## src/hdl/avi_pkg.sv

```systemverilog
`default_nettype none
package avi_pkg;

  typedef struct packed {
    logic signed [15:0] accel_x;
    logic signed [15:0] accel_y;
    logic signed [15:0] accel_z;
  } sample_t;

  typedef struct packed {
    logic signed [32:0] net_accel;
    logic signed [47:0] velocity;
    logic signed [47:0] position;
    logic [1:0]         motion_dir;
  } result_t;

  localparam int CFG_INDEX_W = 2;
  localparam int CFG_DATA_W  = 32;

  localparam logic [CFG_INDEX_W-1:0] REG_TIME_STEP     = 2'd0;
  localparam logic [CFG_INDEX_W-1:0] REG_ACCEL_DEAD    = 2'd1;
  localparam logic [CFG_INDEX_W-1:0] REG_VELOCITY_DEAD = 2'd2;
  localparam logic [CFG_INDEX_W-1:0] REG_GRAVITY       = 2'd3;

  localparam logic [15:0] TIME_STEP_RESET     = 16'd655;
  localparam logic [14:0] ACCEL_DEAD_RESET    = 15'd10;
  localparam logic [31:0] VELOCITY_DEAD_RESET = 32'd393216;
  localparam logic [11:0] GRAVITY_RESET       = 12'd1000;

  localparam logic [1:0] DIR_STILL = 2'd0;
  localparam logic [1:0] DIR_UP    = 2'd1;
  localparam logic [1:0] DIR_DOWN  = 2'd2;

  // trapezoid: sum width, time step width, product >> 17 (q0.16 step and halving)
  localparam int SUM_W      = 50;
  localparam int STEP_W     = 16;
  localparam int TRAP_SHIFT = 17;

  localparam logic signed [SUM_W-1:0] ACC_MAX = 50'sh7FFF_FFFF_FFFF;
  localparam logic signed [SUM_W-1:0] ACC_MIN = -50'sh8000_0000_0000;

endpackage
`default_nettype wire

```

## src/hdl/accel_velocity_integrator.sv

```systemverilog
// flow: bit-serial squarers, root and divider run in turn from the sample beat to the
//   result, then two serial trapezoid multiplies; a sample in the acceleration dead
//   zone skips the trapezoid multiplies
// samples: one at a time; a new sample is taken only once the last result is in the
//   output register, where a finished result may wait while the next sample is taken
// reset: clears the integrator state to zero and loads the register defaults
`default_nettype none
module accel_velocity_integrator #(
  parameter int FRAC_BITS = 16
) (
  input  logic                           clk,
  input  logic                           rst,
  input  logic                           sample_valid,
  output logic                           sample_ready,
  input  avi_pkg::sample_t               sample,
  output logic                           result_valid,
  input  logic                           result_ready,
  output avi_pkg::result_t               result,
  input  logic                           cfg_we,
  input  logic [avi_pkg::CFG_INDEX_W-1:0] cfg_index,
  input  logic [avi_pkg::CFG_DATA_W-1:0]  cfg_data
);

  import avi_pkg::*;

  localparam int EW   = FRAC_BITS + 12;
  localparam int NUMW = FRAC_BITS + 35;
  localparam int WW   = (FRAC_BITS + 18 > 40) ? FRAC_BITS + 18 : 40;
  localparam int PW   = SUM_W + STEP_W;
  localparam int TW   = PW - TRAP_SHIFT;

  localparam logic signed [WW-1:0] NET_MAX = WW'(33'shFFFF_FFFF);
  localparam logic signed [WW-1:0] NET_MIN = -NET_MAX - WW'(1);

  typedef enum logic [8:0] {
    S_IDLE = 9'b000000001,
    S_MUL  = 9'b000000010,
    S_ROOT = 9'b000000100,
    S_DIV  = 9'b000001000,
    S_NET  = 9'b000010000,
    S_TRV  = 9'b000100000,
    S_VEL  = 9'b001000000,
    S_TRP  = 9'b010000000,
    S_POS  = 9'b100000000
  } state_t;

  function automatic logic signed [47:0] sat48(input logic signed [SUM_W-1:0] v);
    if (v > ACC_MAX) begin
      return ACC_MAX[47:0];
    end else if (v < ACC_MIN) begin
      return ACC_MIN[47:0];
    end
    return v[47:0];
  endfunction

  state_t state;

  logic [15:0] time_step;
  logic [14:0] accel_dead_zone;
  logic [31:0] velocity_dead_zone;
  logic [11:0] gravity_mg;

  logic signed [32:0] prev_accel;
  logic signed [47:0] prev_velocity;
  logic signed [47:0] prev_position;

  logic signed [15:0] z_r;
  logic               mag_zero;
  logic signed [32:0] net_r;
  logic signed [47:0] v_r;
  logic signed [47:0] p_r;

  logic [15:0] abs_x;
  logic [15:0] abs_y;
  logic [15:0] abs_z;
  logic        accept;

  logic signed [32:0] sq_x;
  logic signed [32:0] sq_y;
  logic signed [32:0] sq_z;
  logic signed [28:0] gz_prod;
  logic               sq_done;
  logic [31:0]        mag2;

  logic [23:0]   root;
  logic          root_done;
  logic [NUMW-1:0] dividend;
  logic [EW-1:0] quotient;
  logic          div_done;

  logic signed [WW-1:0] z_w;
  logic signed [WW-1:0] est_w;
  logic signed [WW-1:0] est_s;
  logic signed [WW-1:0] diff;
  logic signed [32:0]   net_c;
  logic signed [WW-1:0] net_w;
  logic signed [WW-1:0] adz_w;
  logic                 in_dz;

  logic signed [SUM_W-1:0] sum_a;
  logic signed [SUM_W-1:0] sum_v;
  logic signed [SUM_W-1:0] trap_a;
  logic                    trap_start;
  logic                    trap_done;
  logic signed [PW-1:0]    trap_prod;
  logic signed [TW-1:0]    trap_term;
  logic signed [SUM_W-1:0] v_sum;
  logic signed [SUM_W-1:0] p_sum;
  logic signed [47:0]      v_c;
  logic signed [48:0]      v_w;
  logic signed [48:0]      vdz_w;
  logic                    v_dz;

  assign sample_ready = (state == S_IDLE);
  assign accept       = sample_valid && sample_ready;

  assign abs_x = sample.accel_x[15] ? 16'(-sample.accel_x) : 16'(sample.accel_x);
  assign abs_y = sample.accel_y[15] ? 16'(-sample.accel_y) : 16'(sample.accel_y);
  assign abs_z = sample.accel_z[15] ? 16'(-sample.accel_z) : 16'(sample.accel_z);

  // squares and gravity * |z| run side by side
  avi_smul #(.AW(17), .BW(16)) u_sq_x (
    .clk(clk), .rst(rst), .start(accept),
    .a(signed'({1'b0, abs_x})), .b(abs_x), .done(sq_done), .product(sq_x)
  );

  avi_smul #(.AW(17), .BW(16)) u_sq_y (
    .clk(clk), .rst(rst), .start(accept),
    .a(signed'({1'b0, abs_y})), .b(abs_y), .done(), .product(sq_y)
  );

  avi_smul #(.AW(17), .BW(16)) u_sq_z (
    .clk(clk), .rst(rst), .start(accept),
    .a(signed'({1'b0, abs_z})), .b(abs_z), .done(), .product(sq_z)
  );

  avi_smul #(.AW(13), .BW(16)) u_grav (
    .clk(clk), .rst(rst), .start(accept),
    .a(signed'({1'b0, gravity_mg})), .b(abs_z), .done(), .product(gz_prod)
  );

  assign mag2 = sq_x[31:0] + sq_y[31:0] + sq_z[31:0];

  // magnitude with 8 fraction bits
  avi_sqrt #(.RW(48)) u_sqrt (
    .clk(clk), .rst(rst), .start((state == S_MUL) && sq_done),
    .radicand({mag2, 16'h0000}), .done(root_done), .root(root)
  );

  assign dividend = {gz_prod[26:0], (FRAC_BITS + 8)'(0)};

  avi_div #(.NW(NUMW), .DW(24), .QW(EW)) u_div (
    .clk(clk), .rst(rst), .start((state == S_ROOT) && root_done),
    .dividend(dividend), .divisor(root), .done(div_done), .quotient(quotient)
  );

  // gravity removal and acceleration dead zone
  assign z_w   = WW'(z_r) <<< FRAC_BITS;
  assign est_w = mag_zero ? '0 : signed'(WW'(quotient));
  assign est_s = z_r[15] ? -est_w : est_w;
  assign diff  = z_w - est_s;

  always_comb begin
    if (diff > NET_MAX) begin
      net_c = NET_MAX[32:0];
    end else if (diff < NET_MIN) begin
      net_c = NET_MIN[32:0];
    end else begin
      net_c = diff[32:0];
    end
  end

  assign net_w = WW'(net_c);
  assign adz_w = signed'(WW'(accel_dead_zone) << FRAC_BITS);
  assign in_dz = (net_w >= -adz_w) && (net_w <= adz_w);

  // trapezoid terms share one serial multiplier
  assign sum_a      = SUM_W'(prev_accel) + SUM_W'(net_c);
  assign sum_v      = SUM_W'(prev_velocity) + SUM_W'(v_r);
  assign trap_a     = (state == S_NET) ? sum_a : sum_v;
  assign trap_start = ((state == S_NET) && !in_dz) || (state == S_VEL);

  avi_smul #(.AW(SUM_W), .BW(STEP_W)) u_trap (
    .clk(clk), .rst(rst), .start(trap_start),
    .a(trap_a), .b(time_step), .done(trap_done), .product(trap_prod)
  );

  assign trap_term = trap_prod[PW-1:TRAP_SHIFT];
  assign v_sum     = SUM_W'(prev_velocity) + SUM_W'(trap_term);
  assign p_sum     = SUM_W'(prev_position) + SUM_W'(trap_term);
  assign v_c       = sat48(v_sum);
  assign v_w       = 49'(v_c);
  assign vdz_w     = signed'(49'(velocity_dead_zone));
  assign v_dz      = (v_w >= -vdz_w) && (v_w <= vdz_w);

  always_ff @(posedge clk) begin
    if (rst) begin
      time_step          <= TIME_STEP_RESET;
      accel_dead_zone    <= ACCEL_DEAD_RESET;
      velocity_dead_zone <= VELOCITY_DEAD_RESET;
      gravity_mg         <= GRAVITY_RESET;
    end else if (cfg_we) begin
      case (cfg_index)
        REG_TIME_STEP:     time_step          <= cfg_data[15:0];
        REG_ACCEL_DEAD:    accel_dead_zone    <= cfg_data[14:0];
        REG_VELOCITY_DEAD: velocity_dead_zone <= cfg_data[31:0];
        REG_GRAVITY:       gravity_mg         <= cfg_data[11:0];
        default: ;
      endcase
    end
  end

  always_ff @(posedge clk) begin
    if (rst) begin
      state         <= S_IDLE;
      result_valid  <= 1'b0;
      prev_accel    <= '0;
      prev_velocity <= '0;
      prev_position <= '0;
    end else begin
      if (result_valid && result_ready && (state != S_POS)) begin
        result_valid <= 1'b0;
      end
      case (state)
        S_IDLE: begin
          if (accept) begin
            state <= S_MUL;
          end
        end
        S_MUL: begin
          if (sq_done) begin
            state <= S_ROOT;
          end
        end
        S_ROOT: begin
          if (root_done) begin
            state <= S_DIV;
          end
        end
        S_DIV: begin
          if (div_done) begin
            state <= S_NET;
          end
        end
        S_NET: begin
          if (in_dz) begin
            state <= S_POS;
          end else begin
            state <= S_TRV;
          end
        end
        S_TRV: begin
          if (trap_done) begin
            state <= S_VEL;
          end
        end
        S_VEL: begin
          state <= S_TRP;
        end
        S_TRP: begin
          if (trap_done) begin
            state <= S_POS;
          end
        end
        S_POS: begin
          if (!result_valid || result_ready) begin
            result_valid  <= 1'b1;
            prev_accel    <= net_r;
            prev_velocity <= v_r;
            prev_position <= p_r;
            state         <= S_IDLE;
          end
        end
        default: begin
          state <= S_IDLE;
        end
      endcase
    end
  end

  always_ff @(posedge clk) begin
    if (accept) begin
      z_r <= sample.accel_z;
    end
    if ((state == S_ROOT) && root_done) begin
      mag_zero <= (root == '0);
    end
    if (state == S_NET) begin
      if (in_dz) begin
        net_r <= '0;
        v_r   <= '0;
        p_r   <= prev_position;
      end else begin
        net_r <= net_c;
      end
    end
    if ((state == S_TRV) && trap_done) begin
      v_r <= v_dz ? '0 : v_c;
    end
    if ((state == S_TRP) && trap_done) begin
      p_r <= sat48(p_sum);
    end
    if ((state == S_POS) && (!result_valid || result_ready)) begin
      result.net_accel <= net_r;
      result.velocity  <= v_r;
      result.position  <= p_r;
      if (v_r == '0) begin
        result.motion_dir <= DIR_STILL;
      end else if (v_r[47]) begin
        result.motion_dir <= DIR_UP;
      end else begin
        result.motion_dir <= DIR_DOWN;
      end
    end
  end

endmodule
`default_nettype wire

```

## src/hdl/avi_smul.sv

```systemverilog
`default_nettype none
module avi_smul #(
  parameter int AW = 17,
  parameter int BW = 16
) (
  input  logic                     clk,
  input  logic                     rst,
  input  logic                     start,
  input  logic signed [AW-1:0]     a,
  input  logic [BW-1:0]            b,
  output logic                     done,
  output logic signed [AW+BW-1:0]  product
);

  localparam int CW = $clog2(BW + 1);

  logic signed [AW-1:0]    a_hold;
  logic [BW-1:0]           b_sh;
  logic [CW-1:0]           count;
  logic                    busy;
  logic signed [AW+BW-1:0] addend;

  // one bit of b per cycle, msb first
  assign addend = b_sh[BW-1] ? (AW+BW)'(a_hold) : '0;

  always_ff @(posedge clk) begin
    if (rst) begin
      busy  <= 1'b0;
      done  <= 1'b0;
      count <= '0;
    end else begin
      done <= 1'b0;
      if (start) begin
        busy  <= 1'b1;
        count <= CW'(BW);
      end else if (busy) begin
        count <= count - 1'b1;
        if (count == CW'(1)) begin
          busy <= 1'b0;
          done <= 1'b1;
        end
      end
    end
  end

  always_ff @(posedge clk) begin
    if (start) begin
      a_hold  <= a;
      b_sh    <= b;
      product <= '0;
    end else if (busy) begin
      product <= {product[AW+BW-2:0], 1'b0} + addend;
      b_sh    <= {b_sh[BW-2:0], 1'b0};
    end
  end

endmodule
`default_nettype wire

```

## src/hdl/avi_sqrt.sv

```systemverilog
`default_nettype none
module avi_sqrt #(
  parameter int RW = 48
) (
  input  logic            clk,
  input  logic            rst,
  input  logic            start,
  input  logic [RW-1:0]   radicand,
  output logic            done,
  output logic [RW/2-1:0] root
);

  localparam int RH = RW / 2;
  localparam int CW = $clog2(RH + 1);

  logic [RW-1:0] rad_sh;
  logic [RH:0]   rem;
  logic [CW-1:0] count;
  logic          busy;
  logic [RH+2:0] trial_rem;
  logic [RH+2:0] trial;
  logic          fits;

  // two radicand bits in, one root bit out per cycle
  assign trial_rem = {rem, rad_sh[RW-1:RW-2]};
  assign trial     = {1'b0, root, 2'b01};
  assign fits      = trial_rem >= trial;

  always_ff @(posedge clk) begin
    if (rst) begin
      busy  <= 1'b0;
      done  <= 1'b0;
      count <= '0;
    end else begin
      done <= 1'b0;
      if (start) begin
        busy  <= 1'b1;
        count <= CW'(RH);
      end else if (busy) begin
        count <= count - 1'b1;
        if (count == CW'(1)) begin
          busy <= 1'b0;
          done <= 1'b1;
        end
      end
    end
  end

  always_ff @(posedge clk) begin
    if (start) begin
      rad_sh <= radicand;
      rem    <= '0;
      root   <= '0;
    end else if (busy) begin
      rad_sh <= {rad_sh[RW-3:0], 2'b00};
      if (fits) begin
        rem <= (RH+1)'(trial_rem - trial);
      end else begin
        rem <= trial_rem[RH:0];
      end
      root <= {root[RH-2:0], fits};
    end
  end

endmodule
`default_nettype wire

```

## src/hdl/avi_div.sv

```systemverilog
`default_nettype none
module avi_div #(
  parameter int NW = 51,
  parameter int DW = 24,
  parameter int QW = 28
) (
  input  logic          clk,
  input  logic          rst,
  input  logic          start,
  input  logic [NW-1:0] dividend,
  input  logic [DW-1:0] divisor,
  output logic          done,
  output logic [QW-1:0] quotient
);

  localparam int CW = $clog2(QW + 1);

  logic [DW-1:0] rem;
  logic [DW-1:0] div_hold;
  logic [QW-1:0] lo_sh;
  logic [CW-1:0] count;
  logic          busy;
  logic [DW:0]   trial;
  logic          fits;

  // restoring division, one quotient bit per cycle; the quotient is known to fit QW bits
  assign trial = {rem, lo_sh[QW-1]};
  assign fits  = trial >= {1'b0, div_hold};

  always_ff @(posedge clk) begin
    if (rst) begin
      busy  <= 1'b0;
      done  <= 1'b0;
      count <= '0;
    end else begin
      done <= 1'b0;
      if (start) begin
        busy  <= 1'b1;
        count <= CW'(QW);
      end else if (busy) begin
        count <= count - 1'b1;
        if (count == CW'(1)) begin
          busy <= 1'b0;
          done <= 1'b1;
        end
      end
    end
  end

  always_ff @(posedge clk) begin
    if (start) begin
      rem      <= DW'(dividend[NW-1:QW]);
      lo_sh    <= dividend[QW-1:0];
      div_hold <= divisor;
      quotient <= '0;
    end else if (busy) begin
      if (fits) begin
        rem <= DW'(trial - {1'b0, div_hold});
      end else begin
        rem <= trial[DW-1:0];
      end
      lo_sh    <= {lo_sh[QW-2:0], 1'b0};
      quotient <= {quotient[QW-2:0], fits};
    end
  end

endmodule
`default_nettype wire

```

## config.mk

```make
export PLATFORM = sky130hd
export DESIGN_NAME = accel_velocity_integrator
export DESIGN_NICKNAME = d
export VERILOG_FILES = /design/src/hdl/avi_pkg.sv /design/src/hdl/accel_velocity_integrator.sv /design/src/hdl/avi_smul.sv /design/src/hdl/avi_sqrt.sv /design/src/hdl/avi_div.sv
export SDC_FILE = /design/constraint.sdc
export NUM_CORES = 2
export LEC_CHECK = 0
export ABC_AREA = 1
export BUFFER_PORTS_ARGS = -buffer_cell sky130_fd_sc_hd__clkbuf_2
export CAP_MARGIN = 20
export CORE_UTILIZATION = 58
export CTS_CLUSTER_DIAMETER = 120
export CTS_CLUSTER_SIZE = 30
export DETAILED_ROUTE_END_ITERATION = 7
export PLACE_DENSITY_LB_ADDON = 0.25
export SYNTH_ARGS = -nofsm -noshare
export SYNTH_HDL_FRONTEND = slang
export SYNTH_SLANG_ARGS = --single-unit
```

## constraint.sdc

```tcl
create_clock -name clk -period 7.9 [get_ports clk]
set_input_delay 0.79 -clock clk [delete_from_list [all_inputs] [get_ports clk]]
set_output_delay 0.79 -clock clk [all_outputs]
set_load 0.02 [all_outputs]
```

Word-level counts from Yosys, hierarchy flattened:

Index checks and enable logic that the tools add are counted.

* register bits: 1077
* input port bits: 87
* output and inout port bits: 133
* logic and storage cells: 282

* add/sub/neg operators: 27
* $lt $le $gt $ge: 12
* eq/ne operators: 27
* multiplexer cells: 101
* bitwise operators: 4
* reductions and logical operators: 45

Operators by type and width (count)
* 2-to-1 mux 48 bit: 15
* 2-to-1 mux 16 bit: 16
* adder 48 x 49 -> 50 bit: 2
* > comparator 50 x 48 -> 1 bit, second input constant: 2
* less-than comparator 50 x 48 -> 1 bit, second input constant: 2
* adder 32 x 16 -> 32 bit: 3
* 2-to-1 mux 28 bit: 3
* one-hot mux 9 bit (9 select lines): 1
* 2-to-1 mux 9 bit: 8
* 2-to-1 mux 5 bit: 14
* adder 66 bit: 1
* 2-to-1 mux 33 bit: 2
* 2-to-1 mux 66 bit: 1
* adder 32 bit: 2
* 2-to-1 mux 50 bit: 1
* adder 48 x 48 -> 49 bit: 1
* greater-or-equal comparator 48 x 49 -> 1 bit: 1
* negator 32 -> 49 bit: 1
* <= comparator 48 x 33 -> 1 bit: 1
* zero test 48 bit: 1
* negator 16 bit: 3
* 2-to-1 mux 23 bit: 2
* greater-or-equal comparator 33 x 40 -> 1 bit: 1
* > comparator 40 x 33 -> 1 bit, second input constant: 1
* other kinds (43): 131

Longest topological paths before layout:

* word-level depth: 13
* gate-level depth with buffers: 48
* gate-level depth less buffers: 47

By module:

Synthesis repeated with hierarchy kept, for this count alone.

* cell total of the unflattened synthesis: 11525
* area total of the unflattened synthesis: 80742.4 µm²

By module, submodules not included
* accel_velocity_integrator: times used 1, cells an instance 4828, area an instance 36978.0 µm², sequential area each 12602.1 µm²
* avi_smul at u_sq_x ...: times used 3, cells an instance 810, area an instance 5208.7 µm², sequential area each 1791.7 µm²
* avi_smul at u_trap: times used 1, cells an instance 1891, area an instance 11244.5 µm², sequential area each 3443.3 µm²
* avi_div: times used 1, cells an instance 853, area an instance 6383.6 µm², sequential area each 2972.9 µm²
* avi_sqrt: times used 1, cells an instance 850, area an instance 6050.8 µm², sequential area each 2562.5 µm²
* avi_smul at u_grav: times used 1, cells an instance 673, area an instance 4459.3 µm², sequential area each 1591.5 µm²

Worst setup path after synthesis:

Ideal clock, no wire load.

* path kind: register to register
* from: register mag_zero
* to: register v_r[0] (enable)
* arrival: 6.675 ns
* path slack: 0.373 ns
* stages on the path, launching flop included: 40
* period minus slack after synthesis: 7.527 ns
* cells stage by stage: edfxtp_1 -> inv_2 -> buf_6 -> nand2_4 -> ha_1 -> nand3_1 -> nor2_1 -> nand2_1 -> nor2_1 -> nand2_1 -> nor2_2 -> nand2_1 -> nand2_1 -> xor2_1 -> inv_1 -> ha_1 -> a21oi_1 -> o21ai_0 -> [... 4 more ...] -> nand2_4 -> inv_4 -> nand2_2 -> clkinv_1 -> clkbuf_1 -> a21oi_1 -> inv_1 -> ha_1 -> a21oi_1 -> nor2_1 -> a2111oi_0 -> o21ai_0 -> nand3_1 -> nand3b_1 -> nand2_1 -> nand2_2 -> nand3_1 -> o21ai_0

* word-level cells in the longest chain between the ends: 11
* elaborated cells on any way between the ends: 13

Ends and longest elaborated chain
* from (decl): line accel_velocity_integrator.sv:68 `logic mag_zero;`
* from (signal assigned): line accel_velocity_integrator.sv:286 `mag_zero <= (root == '0);`
* 2-to-1 mux 28 bit *: line accel_velocity_integrator.sv:159 `assign est_w = mag_zero ? '0 : signed'(WW'(quotient));`
* negator 28 -> 40 bit: line accel_velocity_integrator.sv:160 `assign est_s = z_r[15] ? -est_w : est_w;`
* 2-to-1 mux 40 bit *: line accel_velocity_integrator.sv:160
* subtractor 32 x 40 -> 40 bit *: line accel_velocity_integrator.sv:161 `assign diff = z_w - est_s;`
* less-than comparator 40 x 33 -> 1 bit: line accel_velocity_integrator.sv:166 `end else if (diff < NET_MIN) begin`
* 2-to-1 mux 33 bit: line accel_velocity_integrator.sv:166
* 2-to-1 mux 33 bit *: line accel_velocity_integrator.sv:164 `if (diff > NET_MAX) begin`
* via net_c[21]: line accel_velocity_integrator.sv:95 `logic signed [32:0] net_c;`
* greater-or-equal comparator 33 x 40 -> 1 bit / <= comparator 33 x 32 -> 1 bit (equally long branches): line accel_velocity_integrator.sv:175 `assign in_dz = (net_w >= -adz_w) && (net_w <= adz_w);`
* logical AND 1 bit *: line accel_velocity_integrator.sv:175
* nonzero test 2 bit (no source line) *
* AND reduction 2 bit (no source line) *
* to (signal assigned): line accel_velocity_integrator.sv:298 `v_r <= v_dz ? '0 : v_c;`
* to (decl): line accel_velocity_integrator.sv:70 `logic signed [47:0] v_r;`

The timed path passes the listed nets; every way through them passes the cells marked *.
A chain may end at the register's enable or synchronous reset.

Final worst setup path:

* from: register mag_zero
* to: register u_trap.a_hold[7] (enable)

* word-level cells in the longest chain between the ends: 12
* elaborated cells on any way between the ends: 14

Ends and longest elaborated chain
* 2-to-1 mux 28 bit *: line accel_velocity_integrator.sv:159
* negator 28 -> 40 bit: line accel_velocity_integrator.sv:160
* 2-to-1 mux 40 bit *: line accel_velocity_integrator.sv:160
* subtractor 32 x 40 -> 40 bit *: line accel_velocity_integrator.sv:161
* less-than comparator 40 x 33 -> 1 bit: line accel_velocity_integrator.sv:166
* 2-to-1 mux 33 bit: line accel_velocity_integrator.sv:166
* 2-to-1 mux 33 bit *: line accel_velocity_integrator.sv:164
* via net_c[19]: line accel_velocity_integrator.sv:95
* greater-or-equal comparator 33 x 40 -> 1 bit / <= comparator 33 x 32 -> 1 bit (equally long branches): line accel_velocity_integrator.sv:175
* logical AND 1 bit *: line accel_velocity_integrator.sv:175
* zero test 1 bit *: line accel_velocity_integrator.sv:181 `assign trap_start = ((state == S_NET) && !in_dz) || (state == S_VEL);`
* logical AND 1 bit *: line accel_velocity_integrator.sv:181
* logical OR 1 bit *: line accel_velocity_integrator.sv:181
* to (signal assigned): line avi_smul.sv:48 `a_hold <= a;`
* to (decl): line avi_smul.sv:17 `logic signed [AW-1:0] a_hold;`

Marked as above.

==> results.yml <==
synth:
  netlist-cell-type-count: 76
  yosys.area.top_type: "edfxtp_1"
  synth_area_um2: 68700
  syn-num-nets: 9495
  synth-warning-count: 0
  synthTopCellsByArea: "edfxtp_1 24%, dfxtp_1 15%, ha_1 9.6%"
  yosys-top-cells-count: "1668 x nand2_1, 1118 x inv_1, 963 x nor2_1, 849 x a21oi_1, 780 x o21ai_0"
  synthFlopType: "edfxtp_1"
  postSynthCellCount: 8838
  postSynthAreaPerCell_um2: 7.77
  post-synth-top-count-cell: "nand2_1"
  async_flop_share: 0
  synth-seq-cells: 1075
  synth_edf_count: 548
  yosysTopAreaCellShare: 0.240
  ys_seq_area_frac: 0.393
power_and_ir_drop:
  p_seq_frac: 0.467
  p_sw_frac: 0.381
  peakVddDrop_v: 0.000259
  internal-power_mw: 9.66
  p_leak_nw: 33.1
  pwr-share-comb: 0.340
  power_mw: 15.6
  clock_power_share: 0.192
  powerDensity_nw_per_um2: 215
  power.switching_mw: 5.94
clock_network:
  cts-htree-levels: 2
  cts_made_buffers: 44
  clock_sinks: 1075
  clk_pin_slew_ps: 120
  ctsHoldBuffers: 0
  cts-root-buf: "clkbuf_16"
  cts_buffer_depth: 3
  tritoncts: "done"
  clock_latency_ps: 710
die:
  ios: 220
  die_h_um: 346
  initial_core_util: 0.588
  core-area_um2: 117000
  fp.dieW_um: 346
  dieArea_um2: 120000
  std_cell_rows: 125
timing:
  setup_viol: 0
  tightestPinTransition_ps: 1170
  slew_headroom: 0.210
  max_freq_mhz: 138
  hold_viol: 0
  post-route-period-util: 0.915
  tns_ps: 0
  slew_viol_final: 0
  rsz0062_at_grt: "no"
  timing.final.ws_setup_ps: 670
  skew_ps: 28.0
  post-route-min-period_ps: 7230
run:
  maxCapViolations: 0
global_routing:
  grt_max_degree: 141
  gr-total-overflow: 0
  grt_first_pass_wirelength_um: 314000
  grt_usage: 0.331
  antenna_found_initial: 11
  grt_pass1_vias: 57343
placement:
  io_buffers: 219
  dp_slack_ps: 432
  gp_congestion: 1.02
  dp_hpwl_um: 162000
worst_setup_path:
  cp_slowest_cell: "edfxtp_1"
  crit_type: "flop to flop"
  start_kind: "flop"
  crit_path_max_incr_delay_ps: 470
  crit_arrival_ps: 7640
  required_ps: 8310
  crit_top_cell: "nand2_1"
  worstSetupEndpointType: "flop"
  cp_max_fo: 37
routing:
  viasPerCell: 5.78
  avgRoutedWirePerCell_um: 19.4
  dr_total_vias: 60624
  drc: 0
  drt-total-wl_um: 203000
  ant_nets: 0
  dr.pass1.iters: 7
  drt-initial-drc-count: 5026
run_status:
  status: "finished, final reports clean"
final_layout:
  finalNetCount: 9583
  syn2layout_area_growth_pct: 5.91
  drive_above_1_share: 0.0609
hold_path:
  hold_path.class: "primary input to flop"
layout by cell type (no fill, tap or decap), drive strengths merged, types with 75 or more instances in the layout:
cell type,count
inv,1134
nor3,129
dfxtp,527
a21oi,910
nor2,974
xnor2,124
edfxtp,548
o22ai,75
ha,528
nand2,1688
a31oi,100
xor2,232
clkbuf,287
o21ai,802
nand3,285
nand4,82
path summary, 6_finish.rpt:
path                           startpoint                           end  slack (ps)  depth (start not counted)
max                    mag_zero$_DFFE_PP_    u_trap.a_hold[7]$_DFFE_PP_         670                         42
min reg2reg  u_sqrt.root[21]$_SDFFE_PP0P_  u_div.div_hold[21]$_DFFE_PP_         440                          0
min                             sample[0]              z_r[0]$_DFFE_PP_         300                          1
max reg2reg            mag_zero$_DFFE_PP_    u_trap.a_hold[7]$_DFFE_PP_         670                         42
routing by layer:
| layer | GRT usage | wire (um) |
|---|---|---|
| met3 | 0.0359 | 11800 |
| met1 | 0.432 | 87500 |
| met4 | 0.141 | 9310 |
| met2 | 0.556 | 94800 |
| met5 | 0 | 81 |
worst max-delay path, delay by kind of cell (launching register included):
family | cells | cell delay (ps)
AOI/OAI and AO/OA | 8 | 1480
xor gates and xnor gates | 1 | 160
adders and majority gates | 3 | 850
buffers and inverters | 8 | 1100
DFF | 1 | 470
and+or+nand+nor | 22 | 2820
cell type report:
type                            count  area (um2)
Clock inverter                     14         190
Multi-Input combinational cell   6387       36400
Sequential cell                  1075       27000
Tap cell                         1524        1910
Clock buffer                       68        1190
Fill cell                       10571       44100
Timing Repair Buffer              284        1740
Inverter                         1134        4270
Antenna cell                        5        12.5
power groups by stage:
| stage | combinational, mW | clock [mW] | sequential, mW |
|---|---|---|---|
| 4_1_cts | 5.26 | 3.05 | 7.29 |
| 5_1_grt | 5.95 | 3.23 | 7.37 |
| 6_report | 5.31 | 3.00 | 7.29 |
| 3_5_place_dp | 5.23 | 0 | 7.41 |
| 3_3_place_gp | 5.06 | 0 | 7.40 |
| 2_1_floorplan | 3.93 | 0 | 7.15 |
cell families (layout without fill, tap and decap cells):
group / count (synthesis) / count (layout) / synth area share
fa+ha+maj: 570 / 570 / 0.108
buf+inv: 1377 / 1500 / 0.0780
other cells: 0 / 5 / 0
simple gates: 3319 / 3320 / 0.201
mux: 1 / 1 / 0.000146
xor+xnor: 356 / 356 / 0.0454
compound gates: 2140 / 2140 / 0.174
flops: 1075 / 1075 / 0.393
timing repair:
action	CTS	global route
setup endpoints to repair	0	150
setup buffers	0	11
resized for setup	0	11
flip-flops by register name (all words and copies together), names as in the netlist, 25 cells and up:
name                cells
u_sqrt.rem             25
prev_velocity          48
velocity_dead_zone     32
p_r                    48
v_r                    48
u_sq_x.product         32
u_sqrt.rad_sh          32
u_grav.product         27
net_r                  33
u_div.quotient         28
u_trap.product         66
u_sq_y.product         32
u_sq_z.product         32
prev_position          48
u_trap.a_hold          49
result                131
prev_accel             33
per-stage QoR:
step	hold WS [ps]	cells	util	instance area, um2
after floorplan	408	8838	-	68700
after global placement	418	10388	0.609	71100
after detailed placement	415	10391	0.609	71200
after CTS	264	10473	0.621	72500
after global routing	274	10489	0.622	72700
final	302	10491	0.622	72700
Power figures use the tool's default switching activity.
